`config.mk`:
```
export PLATFORM = sky130hd
export DESIGN_NAME = coin_acceptor_lockout_pulse_core
export DESIGN_NICKNAME = d
export VERILOG_FILES = /design/src/rtl/calp_pkg.sv /design/src/rtl/coin_acceptor_lockout_pulse_core.sv
export VERILOG_INCLUDE_DIRS = /design/src /design/src/rtl
export SDC_FILE = /design/constraint.sdc
export NUM_CORES = 2
export LEC_CHECK = 0
export BUFFER_PORTS_ARGS = -buffer_cell sky130_fd_sc_hd__buf_2
export CELL_PAD_IN_SITES_DETAIL_PLACEMENT = 1
export CELL_PAD_IN_SITES_GLOBAL_PLACEMENT = 1
export CORE_UTILIZATION = 45
export DETAILED_ROUTE_END_ITERATION = 6
export MAX_ROUTING_LAYER = met4
export PLACE_DENSITY_LB_ADDON = 0.1
export REMOVE_ABC_BUFFERS = 1
export SYNTH_ARGS = -nofsm -noshare
export SYNTH_HDL_FRONTEND = slang
export SYNTH_SLANG_ARGS = --single-unit
```
`constraint.sdc`:
```
create_clock -name clk -period 20 [get_ports clk]
set_input_delay 4 -clock clk [delete_from_list [all_inputs] [get_ports clk]]
set_output_delay 4 -clock clk [all_outputs]
set_load 0.02 [all_outputs]
```
`src/rtl/coin_acceptor_lockout_pulse_core_defines.svh`:
```
// Assertion macros for the coin acceptor core.
`ifndef COIN_ACCEPTOR_LOCKOUT_PULSE_CORE_DEFINES_SVH
`define COIN_ACCEPTOR_LOCKOUT_PULSE_CORE_DEFINES_SVH

// Same-cycle implication, checked out of reset.
`define CALP_ASSERT_NOW(lbl, ante, cons, msg) \
  lbl: assert property (@(posedge clk) disable iff (!rst_n) (ante) |-> (cons)) \
    else $error(msg);

// Next-cycle implication, checked out of reset.
`define CALP_ASSERT_NEXT(lbl, ante, cons, msg) \
  lbl: assert property (@(posedge clk) disable iff (!rst_n) (ante) |=> (cons)) \
    else $error(msg);

`endif

```
`src/rtl/calp_pkg.sv`:
```
// Package: types, constants and the pence table for the coin acceptor core.
`timescale 1ns / 1ps
`default_nettype none
package calp_pkg;

  localparam int NUM_COINS_DEF = 8;
  localparam int NUM_DENOMS    = 13;

  localparam logic [31:0] LOCK_CYCLES_RST  = 32'd2000000;
  localparam logic [3:0]  FIRST_TOKEN_CODE = 4'd7;

  // Word layouts
  localparam int IN_TDATA_W  = 32;
  localparam int OUT_TDATA_W = 144;

  typedef enum logic [1:0] {
    OP_TICK = 2'd0,
    OP_COIN = 2'd1,
    OP_PORT = 2'd2,
    OP_NOP  = 2'd3
  } op_t;

  // Configuration register indexes
  localparam logic [2:0] CFG_PULSE_CYCLES = 3'd0;
  localparam logic [2:0] CFG_LOCK_CYCLES  = 3'd1;
  localparam logic [2:0] CFG_VALUE_TABLE  = 3'd2;
  localparam logic [2:0] CFG_LOCKOUT_BITS = 3'd3;
  localparam logic [2:0] CFG_ENABLE_MASK  = 3'd4;

  // Pence value of a denomination code; this value is also the credit code.
  function automatic logic [7:0] pence_of(input logic [3:0] code);
    logic [7:0] p;
    unique case (code)
      4'd0:          p = 8'h02;
      4'd1, 4'd7:    p = 8'h05;
      4'd2, 4'd8:    p = 8'h0A;
      4'd3, 4'd9:    p = 8'h14;
      4'd4, 4'd10:   p = 8'h32;
      4'd5, 4'd11:   p = 8'h64;
      4'd6, 4'd12:   p = 8'hC8;
      default:       p = 8'h00;
    endcase
    return p;
  endfunction

endpackage
`default_nettype wire

```
`src/rtl/coin_acceptor_lockout_pulse_core.sv`:
```
// Top level: coin acceptor with credit pulse, lock period and lockout lamps.
//
//  channel | dir | handshake          | contents
//  in_     | in  | in_tvalid/tready   | tuser op, tdata coin/elapsed/port
//  out_    | out | out_tvalid/tready  | tdata: one result word per input word
//  cfg_    | in  | cfg_we             | register index + 32-bit data
//
// Each word is processed as it is accepted, and the result lands in the output
// register on the same edge.
// The output register frees up in the cycle it is taken, so a new word is
// accepted every cycle while out_tready is high.
// rst_n is synchronous; it clears all state but out_data_r and loads lock_cycles = 2000000.
// Stalls on the output hold the result and block input until it is taken.
`timescale 1ns / 1ps
`default_nettype none
`include "coin_acceptor_lockout_pulse_core_defines.svh"
module coin_acceptor_lockout_pulse_core
  import calp_pkg::*;
#(
  parameter int NUM_COINS = NUM_COINS_DEF
) (
  input  wire logic                   clk,
  input  wire logic                   rst_n,
  // tuser: op[1:0]
  // tdata: coin_index[2:0], elapsed_cycles[18:3], port_value[26:19], zero[31:27]
  input  wire logic                   in_tvalid,
  output logic                        in_tready,
  input  wire logic [1:0]             in_tuser,
  input  wire logic [IN_TDATA_W-1:0]  in_tdata,
  // tdata: accepted[0], pulse_active[1], credit_code[9:2], lamp_cash[10],
  //        lamp_token[11], coins_total[43:12], tokens_total[75:44],
  //        grand_total[107:76], denomination_count[139:108], zero[143:140]
  output logic                        out_tvalid,
  input  wire logic                   out_tready,
  output logic [OUT_TDATA_W-1:0]      out_tdata,
  input  wire logic                   cfg_we,
  input  wire logic [2:0]             cfg_addr,
  input  wire logic [31:0]            cfg_wdata
);

  // Configuration
  logic [31:0]            pulse_cycles_r;
  logic [31:0]            lock_cycles_r;
  logic [4*NUM_COINS-1:0] value_tbl_r;
  logic [3*NUM_COINS-1:0] lockout_tbl_r;
  logic [NUM_COINS-1:0]   enable_r;

  // State
  logic [31:0] pulse_r, pulse_nxt;
  logic [31:0] lock_r, lock_nxt;
  logic [7:0]  port_r, port_nxt;
  logic [31:0] denom_r [NUM_DENOMS];
  logic [31:0] cash_r, cash_nxt;
  logic [31:0] token_r, token_nxt;
  logic [31:0] grand_r, grand_nxt;
  logic [7:0]  code_r, code_nxt;
  logic [1:0]  lamp_r, lamp_nxt;

  logic                   out_valid_r;
  logic [OUT_TDATA_W-1:0] out_data_r, out_data_nxt;

  op_t         op;
  logic [2:0]  in_coin;
  logic [15:0] in_elapsed;
  logic [7:0]  in_port;
  logic        in_acc;

  logic [31:0] elapsed32;
  logic        pulse_nz, underrun;
  logic [31:0] lock_base;
  logic        coin_ok;
  logic [3:0]  coin_code;
  logic [2:0]  coin_bit;
  logic        coin_allow;
  logic        counted;
  logic [3:0]  denom_idx;
  logic [7:0]  pence;
  logic [31:0] count_inc;
  logic        accepted;
  logic        pulse_active;
  logic [31:0] count_out;

  assign op         = op_t'(in_tuser);
  assign in_coin    = in_tdata[2:0];
  assign in_elapsed = in_tdata[18:3];
  assign in_port    = in_tdata[26:19];

  assign in_tready  = !out_valid_r || out_tready;
  assign in_acc     = in_tvalid && in_tready;
  assign out_tvalid = out_valid_r;
  assign out_tdata  = out_data_r;

  // Tick path
  assign elapsed32 = {16'd0, in_elapsed};
  assign pulse_nz  = (pulse_r != 32'd0);
  assign underrun  = pulse_nz && (elapsed32 > pulse_r);
  assign lock_base = underrun ? lock_cycles_r : lock_r;

  // Coin lookup; slots at or above NUM_COINS never match
  always_comb begin
    coin_code = '0;
    coin_bit  = '0;
    for (int i = 0; i < NUM_COINS; i++) begin
      if (in_coin == 3'(i)) begin
        coin_code = value_tbl_r[i*4 +: 4];
        coin_bit  = lockout_tbl_r[i*3 +: 3];
      end
    end
  end

  assign coin_ok    = ({1'b0, in_coin} < 4'(NUM_COINS));
  assign coin_allow = coin_ok && !pulse_nz && (lock_r == 32'd0) &&
                      port_r[coin_bit] && (pulse_cycles_r != 32'd0);
  assign counted    = (coin_code < 4'(NUM_DENOMS));
  assign denom_idx  = counted ? coin_code : 4'd0;
  assign pence      = pence_of(coin_code);
  assign count_inc  = denom_r[denom_idx] + 32'd1;

  always_comb begin
    pulse_nxt    = pulse_r;
    lock_nxt     = lock_r;
    port_nxt     = port_r;
    cash_nxt     = cash_r;
    token_nxt    = token_r;
    grand_nxt    = grand_r;
    code_nxt     = code_r;
    lamp_nxt     = lamp_r;
    accepted     = 1'b0;
    pulse_active = 1'b0;
    count_out    = '0;
    unique case (op)
      OP_TICK: begin
        pulse_active = pulse_nz;
        if (underrun) begin
          pulse_nxt = '0;
        end else if (pulse_nz) begin
          pulse_nxt = pulse_r - elapsed32;
        end
        lock_nxt = (elapsed32 > lock_base) ? 32'd0 : lock_base - elapsed32;
      end
      OP_COIN: begin
        if (coin_allow) begin
          accepted  = 1'b1;
          pulse_nxt = pulse_cycles_r;
          if (counted) begin
            count_out = count_inc;
            code_nxt  = pence;
            grand_nxt = grand_r + {24'd0, pence};
            if (coin_code < FIRST_TOKEN_CODE) begin
              cash_nxt = cash_r + {24'd0, pence};
            end else begin
              token_nxt = token_r + {24'd0, pence};
            end
          end
        end
      end
      OP_PORT: begin
        port_nxt = in_port;
        lamp_nxt = '0;
        for (int i = 0; i < NUM_COINS; i++) begin
          if (enable_r[i] && in_port[lockout_tbl_r[i*3 +: 3]]) begin
            if (value_tbl_r[i*4 +: 4] < FIRST_TOKEN_CODE) begin
              lamp_nxt[0] = 1'b1;
            end else begin
              lamp_nxt[1] = 1'b1;
            end
          end
        end
      end
      OP_NOP: begin
      end
      default: begin
      end
    endcase
  end

  assign out_data_nxt = {4'd0, count_out, grand_nxt, token_nxt, cash_nxt,
                         lamp_nxt[1], lamp_nxt[0], code_nxt, pulse_active, accepted};

  // Configuration registers
  always_ff @(posedge clk) begin
    if (!rst_n) begin
      pulse_cycles_r <= '0;
      lock_cycles_r  <= LOCK_CYCLES_RST;
      value_tbl_r    <= '0;
      lockout_tbl_r  <= '0;
      enable_r       <= '0;
    end else if (cfg_we) begin
      unique case (cfg_addr)
        CFG_PULSE_CYCLES: pulse_cycles_r <= cfg_wdata;
        CFG_LOCK_CYCLES:  lock_cycles_r  <= cfg_wdata;
        CFG_VALUE_TABLE:  value_tbl_r    <= cfg_wdata[4*NUM_COINS-1:0];
        CFG_LOCKOUT_BITS: lockout_tbl_r  <= cfg_wdata[3*NUM_COINS-1:0];
        CFG_ENABLE_MASK:  enable_r       <= cfg_wdata[NUM_COINS-1:0];
        default: begin
        end
      endcase
    end
  end

  // Acceptor state
  always_ff @(posedge clk) begin
    if (!rst_n) begin
      pulse_r <= '0;
      lock_r  <= '0;
      port_r  <= '0;
      cash_r  <= '0;
      token_r <= '0;
      grand_r <= '0;
      code_r  <= '0;
      lamp_r  <= '0;
      for (int i = 0; i < NUM_DENOMS; i++) begin
        denom_r[i] <= '0;
      end
    end else if (in_acc) begin
      pulse_r <= pulse_nxt;
      lock_r  <= lock_nxt;
      port_r  <= port_nxt;
      cash_r  <= cash_nxt;
      token_r <= token_nxt;
      grand_r <= grand_nxt;
      code_r  <= code_nxt;
      lamp_r  <= lamp_nxt;
      if (op == OP_COIN && coin_allow && counted) begin
        denom_r[denom_idx] <= count_inc;
      end
    end
  end

  // Output word register
  always_ff @(posedge clk) begin
    if (!rst_n) begin
      out_valid_r <= 1'b0;
    end else if (in_acc) begin
      out_valid_r <= 1'b1;
    end else if (out_tready) begin
      out_valid_r <= 1'b0;
    end
  end

  always_ff @(posedge clk) begin
    if (in_acc) begin
      out_data_r <= out_data_nxt;
    end
  end

  // Pulse and lock never run together
  `CALP_ASSERT_NOW(a_timers_exclusive, 1'b1, (pulse_r == 32'd0) || (lock_r == 32'd0), "pulse and lock both running")
  // Accepted coin always starts a pulse
  `CALP_ASSERT_NEXT(a_coin_starts_pulse, in_acc && op == OP_COIN && coin_allow, pulse_r != 32'd0, "accepted coin left no pulse")
  // Grand total tracks the two sums
  `CALP_ASSERT_NOW(a_grand_sum, 1'b1, grand_r == cash_r + token_r, "grand total out of step with sums")
  // Lamps only move on a port write
  `CALP_ASSERT_NEXT(a_lamps_held, in_acc && op != OP_PORT, $stable(lamp_r), "lamps changed without port write")

endmodule
`default_nettype wire
```
==> impl_results.md <==
- R2R depth: 15
- Worst Path Arrival: 11.21 ns
- Clock transition at path regs: 0.06 ns
- Placed inst area: 44,500 sq um
- Syn_area_per_cell: 9.99 sq um
- Finished Cell Area: 47,800 sq um
- CTS tree: yes
- Final setup violating endpoints: 0
- Syn-to-layout area delta: 13.0%
- Worst setup SP type: input port
- I/O Buffers: 210
- Layout net count: 4,479
- Synth Flop Type: edfxtp_1
- CTS hold repair buffers: 0
- Post-synthesis sequential area ratio: 0.540
- Crit Path Max Fanout: 36
- Power per cell area: 95.5 nW/um^2
- Tmin final: 10.84 ns
- Remaining Overflow, GRT: 0
- Synthesis-stage register bit count: 863
- Die width: 309 um
- Total Wirelength: 146,000 um
- TritonCTS Sinks: 863
- Die height: 309 um
- CTS Buf Count: 99
- Initial antenna violation count: 8
- Status: finished clean
- Critical path type: in -> reg
- Top post-synthesis cells by area: edfxtp_1 (39%), dfxtp_1 (15%), nand2_1 (5.4%), nor2_1 (5.0%), a21oi_1 (3.1%)
- Count of flip-flops with a built-in enable after synthesis: 556
- Maximum clock rate: 92.2 MHz
- Post-Syn Instances: 4,234
- Die footprint: 95,200 sq um
- Initial core utilization: 0.454
- GRT Util Overall: 0.314
- Starting DRT DRC Count: 3,248
- Most frequent cell after synthesis: nand2_1
- Hold Vio Cnt, Final: 0
- Peak VDD IR: 65.9 uV
- Worst EP required: 20.37 ns
- Via density: 6.03
- Most instantiated cells after synthesis: nand2_1 (613), nor2_1 (558), edfxtp_1 (556)
- P_leak: 17.7 nW
- DPL Wire Length: 90,400 um
- Top cell type's share of synthesized area: 0.395
- Max-Cap Viols: 0
- Boundary pin count: 220
- Layout cells sized above 1: 0.135
- Worst hold-check path type: reg -> reg
- Asr flop ratio synth: 0
- Tcrit/Tclk final: 0.542
- Worst-Margin Slew: 1.43 ns
- CTS H-tree depth: 3
- Gpl congestion: 0.945
- CP endpoint kind: register
- RSZ-0062 raised after global routing: no
- Synth warnings: 0
- Total number of vias: 34,300
- Detailed Routing Iterations Pass 1: 6
- Hold Crit Depth: 2
- Max Clock Skew: 0.0261 ns
- Routed WL per cell: 25.7 um
- Netlist cell types: 97
- Relative slew slack: 0.0455
- Worst-skew pair later-pin latency: 0.69 ns
- Clock Tree Buf Depth: 3
- Std cell rows: 112
- First-pass GRT wire length: 218,000 um
- Number of global-route vias before repair: 34,300
- Post CTS Setup Buffer Count: 0
- Max Slew Vio Count: 0
- Netlist Area Pre-Place: 42,300 sq um
- Root Driver: clkbuf_16
- TNS Setup: 0 ns
- Leading area contributor after synthesis: edfxtp_1
- Cts repair resizes: 0
- DRC errors left: 0
- Post-DRT Antenna Nets: 0
- Largest net degree at the start of global routing: 122
- Core ar.: 93,200 sq um
worst max-delay path, cell delays in order:
cell,delay (ns)
buf_2,0.42
mux4_2,0.57
mux2_4,0.51
inv_1,0.12
buf_4,0.49
ha_1,0.45
a21oi_1,0.18
or2_2,0.65
o21a_1,0.25
nor4_4,0.36
buf_4,0.33
inv_2,0.06
or4_1,0.96
nor4_4,0.64
a21oi_2,0.32
nor3_1,0.76
metal layers:
metal | vias up | track usage | wire [um]
li1 | 15500 | - | -
met5 | - | - | 0
met3 | 295 | 0.0604 | 12900
met2 | 1362 | 0.480 | 65900
met1 | 17200 | 0.423 | 63000
met4 | 0 | 0.0944 | 4270
metrics by stage:
stage,util,worst slack [ns],hold WS [ns],std cells,power (mW)
3_3_place_gp,0.477,8.70,0.438,5491,2.74
5_1_grt,0.513,8.85,0.472,5680,4.72
4_1_cts,0.513,9.40,0.457,5675,4.58
3_5_place_dp,0.477,8.69,0.450,5491,2.75
6_report,0.513,9.16,0.457,5684,4.57
2_1_floorplan,-,7.97,0.433,3938,2.48
logic make-up after synthesis:
kind of cell,synth area share
other,0.0000886
adders and majority gates,0.0207
and+or+nand+nor,0.197
AOI/OAI and AO/OA,0.115
buffers and inverters,0.0377
xor gates and xnor gates,0.0412
DFF,0.540
muxes,0.0486
final timing paths:
check,startpoint,slack [ns],end
worst max-delay path,in_tdata[0],9.16,out_tdata[133]
worst min register to register,lock_cycles_r[14],0.46,lock_cycles_r[14]
worst min-delay path,lock_cycles_r[14],0.46,lock_cycles_r[14]
worst max register to register,value_tbl_r[17],12.65,out_tdata[133]
layout by cell type (no fill, tap or decap), types with 30 or more instances in the layout:
cell / count
buf_2: 210
dfxtp_1: 307
buf_4: 88
nand4_1: 44
a21o_1: 30
mux2i_1: 112
nand2_1: 599
a21oi_1: 261
o21ai_0: 110
inv_1: 75
nand3_1: 97
nor4_1: 33
clkbuf_16: 102
xnor2_1: 116
and3_1: 33
ha_1: 62
edfxtp_1: 556
nor2_1: 555
nor3_1: 255
a31oi_1: 32
xor2_1: 83
area by class of cell:
class / count / area [sq um]
inverter: 80 / 318
fill: 10300 / 45400
antenna: 9 / 22.5
timing repair buffer: 299 / 1730
sequential: 863 / 22800
multi-input combinational: 2995 / 18000
clock inverter: 48 / 405
tap: 1254 / 1570
clock buffer: 136 / 2870
state kept, by name, indices dropped and copies added, names as in the netlist, 24 cells and up:
signal	flops
denom_r	416
out_tdata	140
cash_r	32
grand_r	32
lock_cycles_r	32
lock_r	32
pulse_cycles_r	32
pulse_r	32
token_r	32
value_tbl_r	32
lockout_tbl_r	24
report_power, final:
group | total [mW] | internal [mW] | switching [mW]
logic | 0.736 | 0.227 | 0.509
registers | 1.99 | 1.96 | 0.0359
clock network | 1.84 | 1.07 | 0.769
total | 4.57 | 3.25 | 1.31
No activity file was read; power rests on OpenSTA's default activity.
